==> src/hw/rtl/htk_pkg.sv <==
// shared types and constants for the request head tokenizer
// no dependencies; imported by every module of the block
`timescale 1ns / 1ps

package htk_pkg;

   localparam logic [7:0] CH_SP    = 8'h20;
   localparam logic [7:0] CH_COLON = 8'h3A;
   localparam logic [7:0] CH_CR    = 8'h0D;
   localparam logic [7:0] CH_LF    = 8'h0A;

   localparam int NUM_METHODS = 8;
   localparam int MAX_RESULTS = 3;

   typedef enum logic [2:0] {
      KIND_METHOD  = 3'd0,
      KIND_PATH    = 3'd1,
      KIND_KEY     = 3'd2,
      KIND_VALUE   = 3'd3,
      KIND_HDR_END = 3'd4,
      KIND_DONE    = 3'd5,
      KIND_ERROR   = 3'd6
   } kind_type;

   typedef enum logic [4:0] {
      PH_METHOD  = 5'b00001,
      PH_PATH    = 5'b00010,
      PH_VERSION = 5'b00100,
      PH_HEADERS = 5'b01000,
      PH_IDLE    = 5'b10000
   } phase_type;

   typedef enum logic [1:0] {
      HOLD_NONE  = 2'd0,
      HOLD_CR    = 2'd1,
      HOLD_COLON = 2'd2
   } hold_type;

   typedef struct packed {
      kind_type   kind;
      logic [7:0] byte_out;
      logic [2:0] method_code;
   } result_type;

   // all results caused by one input byte, count is 1 to 3
   typedef struct packed {
      logic [1:0]                       count;
      result_type [MAX_RESULTS-1:0]     res;
   } bundle_type;

   typedef struct packed {
      logic full;
      logic empty;
   } q_status_type;

   // method names left-aligned, zero padded to seven characters
   function automatic logic [7:0] method_char(input logic [2:0] m, input logic [2:0] p);
      logic [55:0] word;
      case (m)
         3'd0:    word = {"GET", 32'h0};
         3'd1:    word = {"POST", 24'h0};
         3'd2:    word = {"PUT", 32'h0};
         3'd3:    word = {"DELETE", 8'h0};
         3'd4:    word = "CONNECT";
         3'd5:    word = "OPTIONS";
         3'd6:    word = {"TRACE", 16'h0};
         3'd7:    word = {"PATCH", 16'h0};
         default: word = '0;
      endcase
      return word[55 - 8*int'(p) -: 8];
   endfunction

   function automatic logic [2:0] method_len(input logic [2:0] m);
      case (m)
         3'd0:    return 3'd3;
         3'd1:    return 3'd4;
         3'd2:    return 3'd3;
         3'd3:    return 3'd6;
         3'd4:    return 3'd7;
         3'd5:    return 3'd7;
         3'd6:    return 3'd5;
         3'd7:    return 3'd5;
         default: return 3'd0;
      endcase
   endfunction

endpackage

==> src/hw/rtl/htk_req_if.sv <==
// input channel: one raw request byte per item
// no dependencies
`timescale 1ns / 1ps

interface htk_req_if;
   logic       valid;
   logic       ready;
   logic [7:0] data_byte;
   logic       end_of_buffer;

   modport source (output valid, data_byte, end_of_buffer, input ready);
   modport sink   (input valid, data_byte, end_of_buffer, output ready);
endinterface

==> src/hw/rtl/htk_rsp_if.sv <==
// result channel: one token result per item
// no dependencies
`timescale 1ns / 1ps

interface htk_rsp_if;
   logic       valid;
   logic       ready;
   logic [2:0] kind;
   logic [7:0] byte_out;
   logic [2:0] method_code;
   logic       last;

   modport source (output valid, kind, byte_out, method_code, last, input ready);
   modport sink   (input valid, kind, byte_out, method_code, last, output ready);
endinterface

==> src/hw/rtl/htk_front.sv <==
// front stage: accepts bytes, runs the tokenizer state and builds result bundles
// depends on htk_pkg and htk_req_if
`timescale 1ns / 1ps

module htk_front
   import htk_pkg::*;
(
   input  logic            clock,
   input  logic            reset,
   htk_req_if.sink         req_ch,
   input  q_status_type    q_stat,
   output logic            push_valid,
   output bundle_type      push_bundle
);

   phase_type  phase_ff, phase_in;
   logic [7:0] cand_ff, cand_in;
   logic [2:0] pos_ff, pos_in;
   hold_type   held_ff, held_in;
   logic       key_done_ff, key_done_in;
   logic       line_empty_ff, line_empty_in;

   logic       accept;
   logic [7:0] b;
   logic       eob;
   bundle_type bun;

   assign req_ch.ready = !q_stat.full;
   assign accept       = req_ch.valid && req_ch.ready;
   assign b            = req_ch.data_byte;
   assign eob          = req_ch.end_of_buffer;

   always_comb begin
      logic [1:0] cnt;
      logic       do_plain;
      logic [2:0] code;
      cnt           = 2'd0;
      do_plain      = 1'b0;
      code          = 3'd0;
      bun           = '0;
      phase_in      = phase_ff;
      cand_in       = cand_ff;
      pos_in        = pos_ff;
      held_in       = held_ff;
      key_done_in   = key_done_ff;
      line_empty_in = line_empty_ff;

      case (phase_ff)
         PH_METHOD: begin
            if (b == CH_SP) begin
               for (int m = 0; m < NUM_METHODS; m++) begin
                  if (method_len(3'(m)) != pos_ff) cand_in[m] = 1'b0;
               end
               for (int m = 0; m < NUM_METHODS; m++) begin
                  if (cand_in[m]) code = 3'(m);
               end
               if (cand_in != 8'h00 && (cand_in & (cand_in - 8'd1)) == 8'h00) begin
                  bun.res[cnt] = '{KIND_METHOD, 8'h00, code};
                  cnt          = cnt + 2'd1;
                  phase_in     = PH_PATH;
               end else begin
                  bun.res[cnt] = '{KIND_ERROR, 8'h00, 3'd0};
                  cnt          = cnt + 2'd1;
                  phase_in     = PH_IDLE;
               end
            end else begin
               for (int m = 0; m < NUM_METHODS; m++) begin
                  if (pos_ff >= method_len(3'(m)) || method_char(3'(m), pos_ff) != b)
                     cand_in[m] = 1'b0;
               end
               if (pos_ff != 3'd7) pos_in = pos_ff + 3'd1;
            end
         end
         PH_PATH: begin
            if (b == CH_SP) begin
               phase_in = PH_VERSION;
            end else begin
               bun.res[cnt] = '{KIND_PATH, b, 3'd0};
               cnt          = cnt + 2'd1;
            end
         end
         PH_VERSION: begin
            if (held_ff == HOLD_CR && b == CH_LF) begin
               held_in       = HOLD_NONE;
               phase_in      = PH_HEADERS;
               key_done_in   = 1'b0;
               line_empty_in = 1'b1;
            end else begin
               held_in = (b == CH_CR) ? HOLD_CR : HOLD_NONE;
            end
         end
         PH_HEADERS: begin
            do_plain = 1'b1;
            held_in  = HOLD_NONE;
            if (held_ff == HOLD_CR) begin
               if (b == CH_LF) begin
                  do_plain = 1'b0;
                  if (key_done_ff) begin
                     bun.res[cnt]  = '{KIND_HDR_END, 8'h00, 3'd0};
                     cnt           = cnt + 2'd1;
                     key_done_in   = 1'b0;
                     line_empty_in = 1'b1;
                  end else begin
                     bun.res[cnt] = '{KIND_DONE, 8'h00, 3'd0};
                     cnt          = cnt + 2'd1;
                     phase_in     = PH_IDLE;
                  end
               end else if (key_done_ff) begin
                  bun.res[cnt] = '{KIND_VALUE, CH_CR, 3'd0};
                  cnt          = cnt + 2'd1;
               end else begin
                  bun.res[cnt]  = '{KIND_KEY, CH_CR, 3'd0};
                  cnt           = cnt + 2'd1;
                  line_empty_in = 1'b0;
               end
            end else if (held_ff == HOLD_COLON) begin
               line_empty_in = 1'b0;
               if (b == CH_SP) begin
                  do_plain    = 1'b0;
                  key_done_in = 1'b1;
               end else begin
                  bun.res[cnt] = '{KIND_KEY, CH_COLON, 3'd0};
                  cnt          = cnt + 2'd1;
               end
            end
            // the current byte, after any held byte has been settled
            if (do_plain) begin
               if (!key_done_ff) begin
                  if (b == CH_COLON) begin
                     held_in = HOLD_COLON;
                  end else if (b == CH_CR && line_empty_in) begin
                     held_in = HOLD_CR;
                  end else begin
                     bun.res[cnt]  = '{KIND_KEY, b, 3'd0};
                     cnt           = cnt + 2'd1;
                     line_empty_in = 1'b0;
                  end
               end else if (b == CH_CR) begin
                  held_in = HOLD_CR;
               end else begin
                  bun.res[cnt] = '{KIND_VALUE, b, 3'd0};
                  cnt          = cnt + 2'd1;
               end
            end
         end
         default: begin
         end
      endcase

      if (eob) begin
         if (phase_in != PH_IDLE) begin
            bun.res[cnt] = '{KIND_ERROR, 8'h00, 3'd0};
            cnt          = cnt + 2'd1;
         end
         phase_in      = PH_METHOD;
         cand_in       = 8'hFF;
         pos_in        = 3'd0;
         held_in       = HOLD_NONE;
         key_done_in   = 1'b0;
         line_empty_in = 1'b1;
      end
      bun.count = cnt;
   end

   assign push_valid  = accept && (bun.count != 2'd0);
   assign push_bundle = bun;

   always_ff @(posedge clock) begin
      if (reset) begin
         phase_ff      <= PH_METHOD;
         cand_ff       <= 8'hFF;
         pos_ff        <= 3'd0;
         held_ff       <= HOLD_NONE;
         key_done_ff   <= 1'b0;
         line_empty_ff <= 1'b1;
      end else if (accept) begin
         phase_ff      <= phase_in;
         cand_ff       <= cand_in;
         pos_ff        <= pos_in;
         held_ff       <= held_in;
         key_done_ff   <= key_done_in;
         line_empty_ff <= line_empty_in;
      end
   end

endmodule

==> src/hw/rtl/htk_queue.sv <==
// bundle queue between the front and back stages
// depends on htk_pkg; depth must be a power of two, at least two
`timescale 1ns / 1ps

module htk_queue
   import htk_pkg::*;
#(
   parameter int DEPTH = 4
) (
   input  logic         clock,
   input  logic         reset,
   input  logic         push_valid,
   input  bundle_type   push_bundle,
   input  logic         pop,
   output bundle_type   head,
   output q_status_type q_stat
);

   localparam int AW = $clog2(DEPTH);

   bundle_type      store_ff [DEPTH];
   logic [AW-1:0]   wr_ptr_ff, wr_ptr_in;
   logic [AW-1:0]   rd_ptr_ff, rd_ptr_in;
   logic [AW:0]     level_ff, level_in;
   logic            do_pop;

   assign q_stat.full  = (level_ff == (AW+1)'(DEPTH));
   assign q_stat.empty = (level_ff == '0);
   assign head         = store_ff[rd_ptr_ff];
   assign do_pop       = pop && !q_stat.empty;

   always_comb begin
      wr_ptr_in = push_valid ? wr_ptr_ff + AW'(1) : wr_ptr_ff;
      rd_ptr_in = do_pop ? rd_ptr_ff + AW'(1) : rd_ptr_ff;
      level_in  = level_ff + (AW+1)'(push_valid) - (AW+1)'(do_pop);
   end

   always_ff @(posedge clock) begin
      if (reset) begin
         wr_ptr_ff <= '0;
         rd_ptr_ff <= '0;
         level_ff  <= '0;
      end else begin
         wr_ptr_ff <= wr_ptr_in;
         rd_ptr_ff <= rd_ptr_in;
         level_ff  <= level_in;
      end
   end

   always_ff @(posedge clock) begin
      if (push_valid) begin
         store_ff[wr_ptr_ff] <= push_bundle;
      end
   end

endmodule

==> src/hw/rtl/htk_back.sv <==
// back stage: sends the results of each queued bundle one item at a time
// depends on htk_pkg and htk_rsp_if
`timescale 1ns / 1ps

module htk_back
   import htk_pkg::*;
(
   input  logic         clock,
   input  logic         reset,
   input  bundle_type   head,
   input  q_status_type q_stat,
   output logic         pop,
   htk_rsp_if.source    rsp_ch
);

   logic [1:0] idx_ff, idx_in;
   result_type cur;
   logic       is_last;
   logic       take;

   assign cur     = head.res[idx_ff];
   assign is_last = (idx_ff == head.count - 2'd1);
   assign take    = rsp_ch.valid && rsp_ch.ready;
   assign pop     = take && is_last;

   assign rsp_ch.valid       = !q_stat.empty;
   assign rsp_ch.kind        = cur.kind;
   assign rsp_ch.byte_out    = cur.byte_out;
   assign rsp_ch.method_code = cur.method_code;
   assign rsp_ch.last        = is_last;

   always_comb begin
      idx_in = idx_ff;
      if (take) idx_in = is_last ? 2'd0 : idx_ff + 2'd1;
   end

   always_ff @(posedge clock) begin
      if (reset) begin
         idx_ff <= 2'd0;
      end else begin
         idx_ff <= idx_in;
      end
   end

endmodule

==> src/hw/rtl/http_request_head_tokenizer_unit.sv <==
// request head tokenizer: one request byte in, zero to three token results out
// the results of a byte are queued when it is accepted and sent after earlier ones
// throughput: one byte per cycle while each byte gives at most one result and
// rsp_ch is ready; a byte with several results holds the back stage's single
// result port while they go out; up to QUEUE_DEPTH bundles buffer the difference
// synchronous reset returns the tokenizer to the method state and empties the queue
`timescale 1ns / 1ps

module http_request_head_tokenizer_unit
   import htk_pkg::*;
#(
   parameter int QUEUE_DEPTH = 4
) (
   input  logic       clock,
   input  logic       reset,
   htk_req_if.sink    req_ch,
   htk_rsp_if.source  rsp_ch
);

   logic         push_valid;
   bundle_type   push_bundle;
   logic         pop;
   bundle_type   head;
   q_status_type q_stat;

   htk_front u_front (
      .clock       (clock),
      .reset       (reset),
      .req_ch      (req_ch),
      .q_stat      (q_stat),
      .push_valid  (push_valid),
      .push_bundle (push_bundle)
   );

   htk_queue #(
      .DEPTH (QUEUE_DEPTH)
   ) u_queue (
      .clock       (clock),
      .reset       (reset),
      .push_valid  (push_valid),
      .push_bundle (push_bundle),
      .pop         (pop),
      .head        (head),
      .q_stat      (q_stat)
   );

   htk_back u_back (
      .clock  (clock),
      .reset  (reset),
      .head   (head),
      .q_stat (q_stat),
      .pop    (pop),
      .rsp_ch (rsp_ch)
   );

   // done and error always close the results of their byte
   a_final_kind_last: assert property (@(posedge clock) disable iff (reset)
      (rsp_ch.valid && (rsp_ch.kind == KIND_DONE || rsp_ch.kind == KIND_ERROR))
         |-> rsp_ch.last)
      else $error("done or error result not marked last");

   // the results of one byte follow each other with no gap
   a_bundle_contiguous: assert property (@(posedge clock) disable iff (reset)
      (rsp_ch.valid && rsp_ch.ready && !rsp_ch.last) |=> rsp_ch.valid)
      else $error("gap inside the results of one byte");

   // nothing is pushed into a full queue
   a_no_overflow: assert property (@(posedge clock) disable iff (reset)
      push_valid |-> !q_stat.full)
      else $error("result bundle pushed into full queue");

endmodule
==> src/flat_wrapper.sv <==
// flat-port wrapper written by rule: the top's interface ports become plain ports
module http_request_head_tokenizer_unit_flat import htk_pkg::*;
#(
   parameter int QUEUE_DEPTH = 4
)
  (clock, reset, req_ch_valid, req_ch_data_byte, req_ch_end_of_buffer, req_ch_ready, rsp_ch_valid, rsp_ch_kind, rsp_ch_byte_out, rsp_ch_method_code, rsp_ch_last, rsp_ch_ready);
  htk_req_if req_ch_i ();
  htk_rsp_if rsp_ch_i ();
  input  logic clock;
  input  logic reset;
  input wire logic [$bits(req_ch_i.valid)-1:0] req_ch_valid;
  input wire logic [$bits(req_ch_i.data_byte)-1:0] req_ch_data_byte;
  input wire logic [$bits(req_ch_i.end_of_buffer)-1:0] req_ch_end_of_buffer;
  output wire logic [$bits(req_ch_i.ready)-1:0] req_ch_ready;
  output wire logic [$bits(rsp_ch_i.valid)-1:0] rsp_ch_valid;
  output wire logic [$bits(rsp_ch_i.kind)-1:0] rsp_ch_kind;
  output wire logic [$bits(rsp_ch_i.byte_out)-1:0] rsp_ch_byte_out;
  output wire logic [$bits(rsp_ch_i.method_code)-1:0] rsp_ch_method_code;
  output wire logic [$bits(rsp_ch_i.last)-1:0] rsp_ch_last;
  input wire logic [$bits(rsp_ch_i.ready)-1:0] rsp_ch_ready;
  assign req_ch_i.valid = req_ch_valid;
  assign req_ch_i.data_byte = req_ch_data_byte;
  assign req_ch_i.end_of_buffer = req_ch_end_of_buffer;
  assign req_ch_ready = req_ch_i.ready;
  assign rsp_ch_valid = rsp_ch_i.valid;
  assign rsp_ch_kind = rsp_ch_i.kind;
  assign rsp_ch_byte_out = rsp_ch_i.byte_out;
  assign rsp_ch_method_code = rsp_ch_i.method_code;
  assign rsp_ch_last = rsp_ch_i.last;
  assign rsp_ch_i.ready = rsp_ch_ready;
  http_request_head_tokenizer_unit #(.QUEUE_DEPTH(QUEUE_DEPTH)) u_core (.clock(clock), .reset(reset), .req_ch(req_ch_i), .rsp_ch(rsp_ch_i));
endmodule
==> config.mk <==
export PLATFORM = sky130hd
export DESIGN_NAME = http_request_head_tokenizer_unit_flat
export DESIGN_NICKNAME = d
export VERILOG_FILES = /design/src/hw/rtl/htk_pkg.sv /design/src/hw/rtl/htk_req_if.sv /design/src/hw/rtl/htk_rsp_if.sv /design/src/hw/rtl/htk_front.sv /design/src/hw/rtl/htk_queue.sv /design/src/hw/rtl/htk_back.sv /design/src/hw/rtl/http_request_head_tokenizer_unit.sv /design/src/flat_wrapper.sv
export SDC_FILE = /design/constraint.sdc
export NUM_CORES = 1
export LEC_CHECK = 0
export ABC_AREA = 1
export BUFFER_PORTS_ARGS = -buffer_cell sky130_fd_sc_hd__buf_2
export CORE_ASPECT_RATIO = 1.5
export CORE_MARGIN = 3
export CORE_UTILIZATION = 50
export DETAILED_ROUTE_END_ITERATION = 8
export PLACE_DENSITY = 0.66
export SLEW_MARGIN = 5
export SYNTH_ARGS = -nofsm -noshare
export SYNTH_HDL_FRONTEND = slang
export SYNTH_SLANG_ARGS = --single-unit
==> constraint.sdc <==
create_clock -name clock -period 12.5 [get_ports clock]
set_input_delay 0 -clock clock [delete_from_list [all_inputs] [get_ports clock]]
set_output_delay 0 -clock clock [all_outputs]
set_load 0.03 [all_outputs]
==> impl_metrics.toml, run 1 <==
[status]
outcome = "finished clean"

[worst_setup_path]
worst_setup_path_start_kind = "flop"
cp.required_ps = 12840
crit_chain = "inv_1, buf_4, nand2_1, a32o_1, nor2_1, o21ai_1, nor2_1, ha_1, inv_1, ha_1, inv_1, fa_1, inv_1, o21ai_0, a21oi_1"
endpoint_kind = "flop"
critPathBufInv = 5
cp_max_fo = 57
worstPathArrival_ps = 4340
crit_type = "flop to flop"
crit_path_frequent_cell = "inv_1"
max_stage_delay_ps = 980
crit_path_top_delay_cell = "dfxtp_2"
cpLargestDelayFamily = "buffers and inverters"

[synthesis]
synthCells = 920
synth.area.top_cells = "edfxtp_1 43%, dfxtp_1 7.9%, nor2_1 7.1%"
ys_seq_area_share_pct = 50.5
synth_area_mm2 = 0.00789
syn_avg_cell_area_um2 = 8.58
syn_nets = 952
synth_edf_count = 112
synthArstFlopShare_pct = 0
synth_seq_cells = 143
ys_types = 48
synth_ff_type = "edfxtp_1"
yosysTopAreaCell = "edfxtp_1"
synth_top_area_share_pct = 42.6
yosysWarnings = 0

[timing]
hold_slack_ps = 62.5
maxSlewHeadroom_pct = 32.6
maxSlewViolCount = 0
finalHoldViolCount = 0
fmax_ghz = 0.250
rsz0062_at_grt = "no"
fin_crit_sh_pct = 32.0
setup_viol = 0
finalWorstPathRequiredPeriod_ps = 4000
fin_skew_ps = 14.1
tightest_slew_ps = 1010
setup-tns-final_ps = 0

[die]
rows = 55
dieWidth_um = 109
start_util_pct = 51.7
die_height_um = 160
die_area_mm2 = 0.0174
io_pins = 30
coreArea_mm2 = 0.0153

[clocking]
insertion_delay_ps = 420
cts_hold_buf = 3
cts_tree = "yes"
h-tree-depth = 4
cts-buffers-inserted = 17
clk_root_buffer_cell = "clkbuf_16"
post_cts_buffers = 0
cts.sinks = 143
postCtsResizedCells = 0
clkTransAtPathRegs_ps = 70
clk_path_buf_depth = 2

[finish]
multi_input_area_mm2 = 0.00332
finalNonFillerCells = 1155
layout-drive-gt1-share_pct = 12.6
fin_area_mm2 = 0.00877
nFillCells = 1382
synthToLayoutAreaGrowth_pct = 11.1
regArea_mm2 = 0.00399
num_antenna_cells = 0
nNetsFinal = 975

[grt]
grt_pass1_vias = 6342
grt_pass1_wl_um = 32000
grt_usage_pct = 23.6
grt_max_degree = 58
antenna_found_initial = 0
grt.overflow.total = 0

[placement]
numPortBuffers = 29
dpl.hpwl_um = 13700
place_area_mm2 = 0.00816
gp_congestion = 0.981
place_inst = 1120

[routing]
drt-total-wl_um = 19900
antenna_left = 0
drtIter0Drc = 426
first_pass_iters = 4
post-route-drc-count = 0
wire_per_inst_um = 17.2
num_vias = 6528
drt-vias-per-instance = 5.65

[power]
vdd_drop_max_v = 0.0000947
leakage_nw = 3.48
power_density_mw_per_mm2 = 180

[min_path]
worstHoldStart = "req_ch_data_byte[5]"
hold_class = "input port to flop"

[flow_run]
cap_viol_max_count = 0
-- stage by stage --
| step | worst slack, ps | power (mW) | util, % |
|---|---|---|---|
| 2_1_floorplan | 8570 | 0.963 | - |
| 3_3_place_gp | 8470 | 1.09 | 53.4 |
| 3_5_place_dp | 8330 | 1.09 | 53.4 |
| 4_1_cts | 8460 | 1.58 | 57.4 |
| 5_1_grt | 8100 | 1.67 | 57.4 |
| 6_report | 8500 | 1.58 | 57.4 |
-- worst min-delay path: cells and delay by family --
family / cells / cell delay [ps]
and+or+nand+nor: 2 / 150
buffers and inverters: 1 / 140
-- sequential cells by signal (all words and copies together) (netlist names), named ones only --
| signal | count |
|---|---|
| u_core.u_queue.store_ff | 112 |
| u_core.u_front.cand_ff | 8 |
| u_core.u_front.phase_ff | 5 |
| u_core.u_front.pos_ff | 3 |
| u_core.u_queue.level_ff | 3 |
| u_core.u_back.idx_ff | 2 |
| u_core.u_front.held_ff | 2 |
| u_core.u_queue.rd_ptr_ff | 2 |
| u_core.u_queue.wr_ptr_ff | 2 |
| u_core.u_front.key_done_ff | 1 |
| u_core.u_front.line_empty_ff | 1 |
-- synthesized netlist by cell type (2+ instances only) --
master,instances
nor2_1,150
nand2_1,130
edfxtp_1,112
inv_1,93
o21ai_0,92
a21oi_1,59
nand3_1,35
dfxtp_1,31
o22ai_1,31
clkbuf_1,24
ha_1,18
xor2_1,17
nand4_1,13
nand2_2,10
nor3_1,10
a22o_1,9
inv_2,9
nor4_1,7
o21ai_1,6
or2_2,6
buf_2,5
nand3_2,5
o211ai_1,5
buf_6,4
nor2_2,4
a211oi_1,3
a2111oi_0,2
a21oi_2,2
a31oi_1,2
buf_4,2
clkinv_1,2
inv_4,2
nand2_4,2
nor2_4,2
nor3b_1,2
or2_1,2
-- cell usage in the layout (no fill, tap or decap), types with 3 or more instances in the layout --
cell type and instances:
buf_4 8, inv_1 93, inv_2 9, nand2_1 130, nand3_2 5, clkbuf_16 17, nand2_2 10, o21ai_1 6
nand3_1 35, nor4_1 7, a211oi_1 3, buf_2 29, o21ai_0 92, dfxtp_1 30, edfxtp_1 112, nor2_1 146
xor2_1 17, dlygate4sd3_1 3, nor3_1 10, o211ai_1 5, a21oi_1 59, ha_1 18, nand4_1 13, o22ai_1 31
inv_6 7, a22o_1 9, nor2_2 8, or2_2 6
-- area by class of cell --
| type | instances | area share, % |
|---|---|---|
| clock buffers | 18 | 4.89 |
| clock inverters | 14 | 1.67 |
| inverters | 107 | 4.65 |
| multi-input cells | 634 | 37.8 |
| flip-flops and latches | 143 | 45.4 |
| well taps | 199 | 2.84 |
| repair buffers | 40 | 2.68 |
-- where the power goes --
part	internal, mW	switching, mW
clock	0.281	0.209
sequential	0.560	0.0388
combinational	0.149	0.337
-- layer usage --
layer	vias up	share of wire (%)	track usage, %
met5	-	0	0
met4	0	4.4	11.7
met3	49	3.7	3.64
met2	177	52	41.1
met1	3093	40	27.9
li1	3209	-	-
-- cell families after synthesis --
family | count (synthesis) | share of synthesized area [%]
simple gates | 381 | 21.4
compound gates | 216 | 15.3
buf+inv | 143 | 7.64
flops | 143 | 50.5
fa+ha+maj | 19 | 3.11
xor+xnor | 18 | 2.00
-- worst paths after layout --
kind / end / slack, ps / depth (start not counted)
worst max register to register: u_core.u_queue.level_ff[2] / 8500 / 15
worst max-delay path: u_core.u_queue.level_ff[2] / 8500 / 15
worst min register to register: u_core.u_front.held_ff[0] / 470 / 2
worst min-delay path: u_core.u_queue.store_ff[0][22] / 60 / 3
Power figures use the tool's default switching activity.
==> run 2: changes to the inputs <==
==> constraint.sdc (replaced) <==
create_clock -name clock -period 3.75 [get_ports clock]
set_input_delay 0 -clock clock [delete_from_list [all_inputs] [get_ports clock]]
set_output_delay 0 -clock clock [all_outputs]
set_load 0.03 [all_outputs]
==> run 2 against run 1 <==
Net effect: via count grew 0.37%; first-iteration DRC count shrank 4.7%; core utilization grew 2.0 points; total power grew to 3.3 times the previous value; sequential share of layout area shrank 1.5 points; global-route usage shrank 0.17 points; sequential power grew to 3.3 times the previous value; register-to-register slack lost 8200 ps; clock skew shrank 5.5 ps; clock power grew to 3.3 times the previous value; non-clock buffer count grew 26; critical endpoint unchanged.
==> impl_metrics.toml, run 2 (same netlist as run 1, synthesis figures left out) <==
[min_path]
hold_class = "input port to flop"
min_path_cells = 4
worstHoldStart = "req_ch_valid"

[clocking]
clk_path_buf_depth = 2
cts_tree = "yes"
h-tree-depth = 4
cts.sinks = 143
insertion_delay_ps = 420
clk_root_buffer_cell = "clkbuf_16"
cts-buffers-inserted = 17
clkTransAtPathRegs_ps = 60

[worst_setup_path]
cp.required_ps = 4100
worst_setup_path_start_kind = "flop"
max_stage_delay_ps = 350
reg2reg_from = "u_core.u_front.held_ff[0]"
critPathBufInv = 8
crit_type = "flop to flop"
cp_max_fo = 4
cp_num_cells = 27
endpoint_kind = "flop"
cpLargestDelayFamily = "adder cells"
worstPathArrival_ps = 3840
crit_path_top_delay_cell = "fa_1"
startpoint = "u_core.u_front.held_ff[0]"
ff2ff_path_depth = 27

[timing]
finalWorstPathRequiredPeriod_ps = 3490
fmax_ghz = 0.286
fin_skew_ps = 8.57
worst_slack_ps = 259
fin_crit_sh_pct = 93.1
setup_viol = 0
tightest_slew_ps = 1050
setup-tns-final_ps = 0
finalHoldViolCount = 0
maxSlewHeadroom_pct = 29.7
maxSlewViolCount = 0

[grt]
grt_busiest_layer = "met2"
antenna_found_initial = 0
grtUsageMet1_pct = 25.8
grt.overflow.total = 0
grt_max_degree = 47
grt_pass1_vias = 6368
grt_use_met2_pct = 41.7
grt_pass1_wl_um = 31400
grt.met3_usage_pct = 4.12
grt_usage_pct = 23.5

[finish]
fin_area_mm2 = 0.00907
nFillCells = 1385
regArea_mm2 = 0.00399
largest_reg_flops = 112
nNetsFinal = 1001
synthToLayoutAreaGrowth_pct = 14.9
layout-drive-gt1-share_pct = 17.1
mostFrequentLayoutCells = "144 x nor2_1, 128 x nand2_1, 112 x edfxtp_1"
reg_top3 = "u_core.u_queue.store_ff x112, u_core.u_front.cand_ff x8, u_core.u_front.phase_ff x5"
num_antenna_cells = 0
layout_commonest_cell = "nor2_1"
top_register = "u_core.u_queue.store_ff"
multi_input_area_mm2 = 0.00337
finalNonFillerCells = 1181

[die]
start_util_pct = 51.7
die_height_um = 160
io_pins = 30
rows = 55
coreArea_mm2 = 0.0153
die_area_mm2 = 0.0174
dieWidth_um = 109

[power]
vdd_drop_max_v = 0.000296
leakage_nw = 3.63
fin_total_pwr_mw = 5.26
power_density_mw_per_mm2 = 580

[flow_run]
cap_viol_max_count = 0

[routing]
wire_per_inst_um = 16.9
drtIter0Drc = 406
first_pass_iters = 5
drt-vias-per-instance = 5.55
num_vias = 6552
drt-total-wl_um = 20000
antenna_left = 0
post-route-drc-count = 0

[placement]
numPortBuffers = 29
place_inst = 1145
dpl.hpwl_um = 13900
gp_congestion = 0.912
place_area_mm2 = 0.00840
pre_cts_ws_ps = 71.9

[status]
outcome = "finished clean"
==> run 2: per-stage QoR <==
stage	hold WS, ps	util (%)
6_report	7.76	59.4
5_1_grt	47.1	59.4
4_1_cts	3.78	58.9
3_5_place_dp	348	55.0
3_3_place_gp	325	55.0
2_1_floorplan	210	-
==> run 2: power breakdown <==
group | leakage (nW) | switching, mW | internal (mW)
Combinational | 2.10 | 1.16 | 0.533
Sequential | 1.25 | 0.0921 | 1.87
Clock | 0.281 | 0.726 | 0.883
Total | 3.63 | 1.98 | 3.28
==> run 2: path summary, 6_finish.rpt <==
| kind | end | slack (ps) |
|---|---|---|
| max | u_core.u_queue.level_ff[2] | 260 |
| min | u_core.u_front.phase_ff[4] | 8 |
| max reg2reg | u_core.u_queue.level_ff[2] | 260 |
| min reg2reg | u_core.u_front.line_empty_ff | 460 |
==> run 2: worst min-delay path, stage by stage <==
cell     delay, ps
buf_2           70
nand2_1        150
nand2_1        100
a21oi_1         60
==> run 2: repair_timing <==
| action | CTS | global route |
|---|---|---|
| setup endpoints to repair | 0 | 2 |
| resized for setup | 0 | 22 |
| buffers inserted | 0 | 2 |
| hold buffers | 2 | 0 |
| endpoints found under the hold margin | 3 | 0 |
==> run 2: layout make-up <==
cell class,instances,area share (%)
Tap cell,199,2.74
Timing Repair Buffer,66,5.27
Clock inverter,15,1.61
Sequential cell,143,44.0
Clock buffer,17,4.69
Inverter,107,4.50
Multi-Input combinational cell,634,37.2
==> run 2: routing by layer <==
layer	up-vias	routed length, µm
li1	3252	-
met1	3090	7900
met2	149	10500
met3	61	660
met4	0	934
met5	-	0
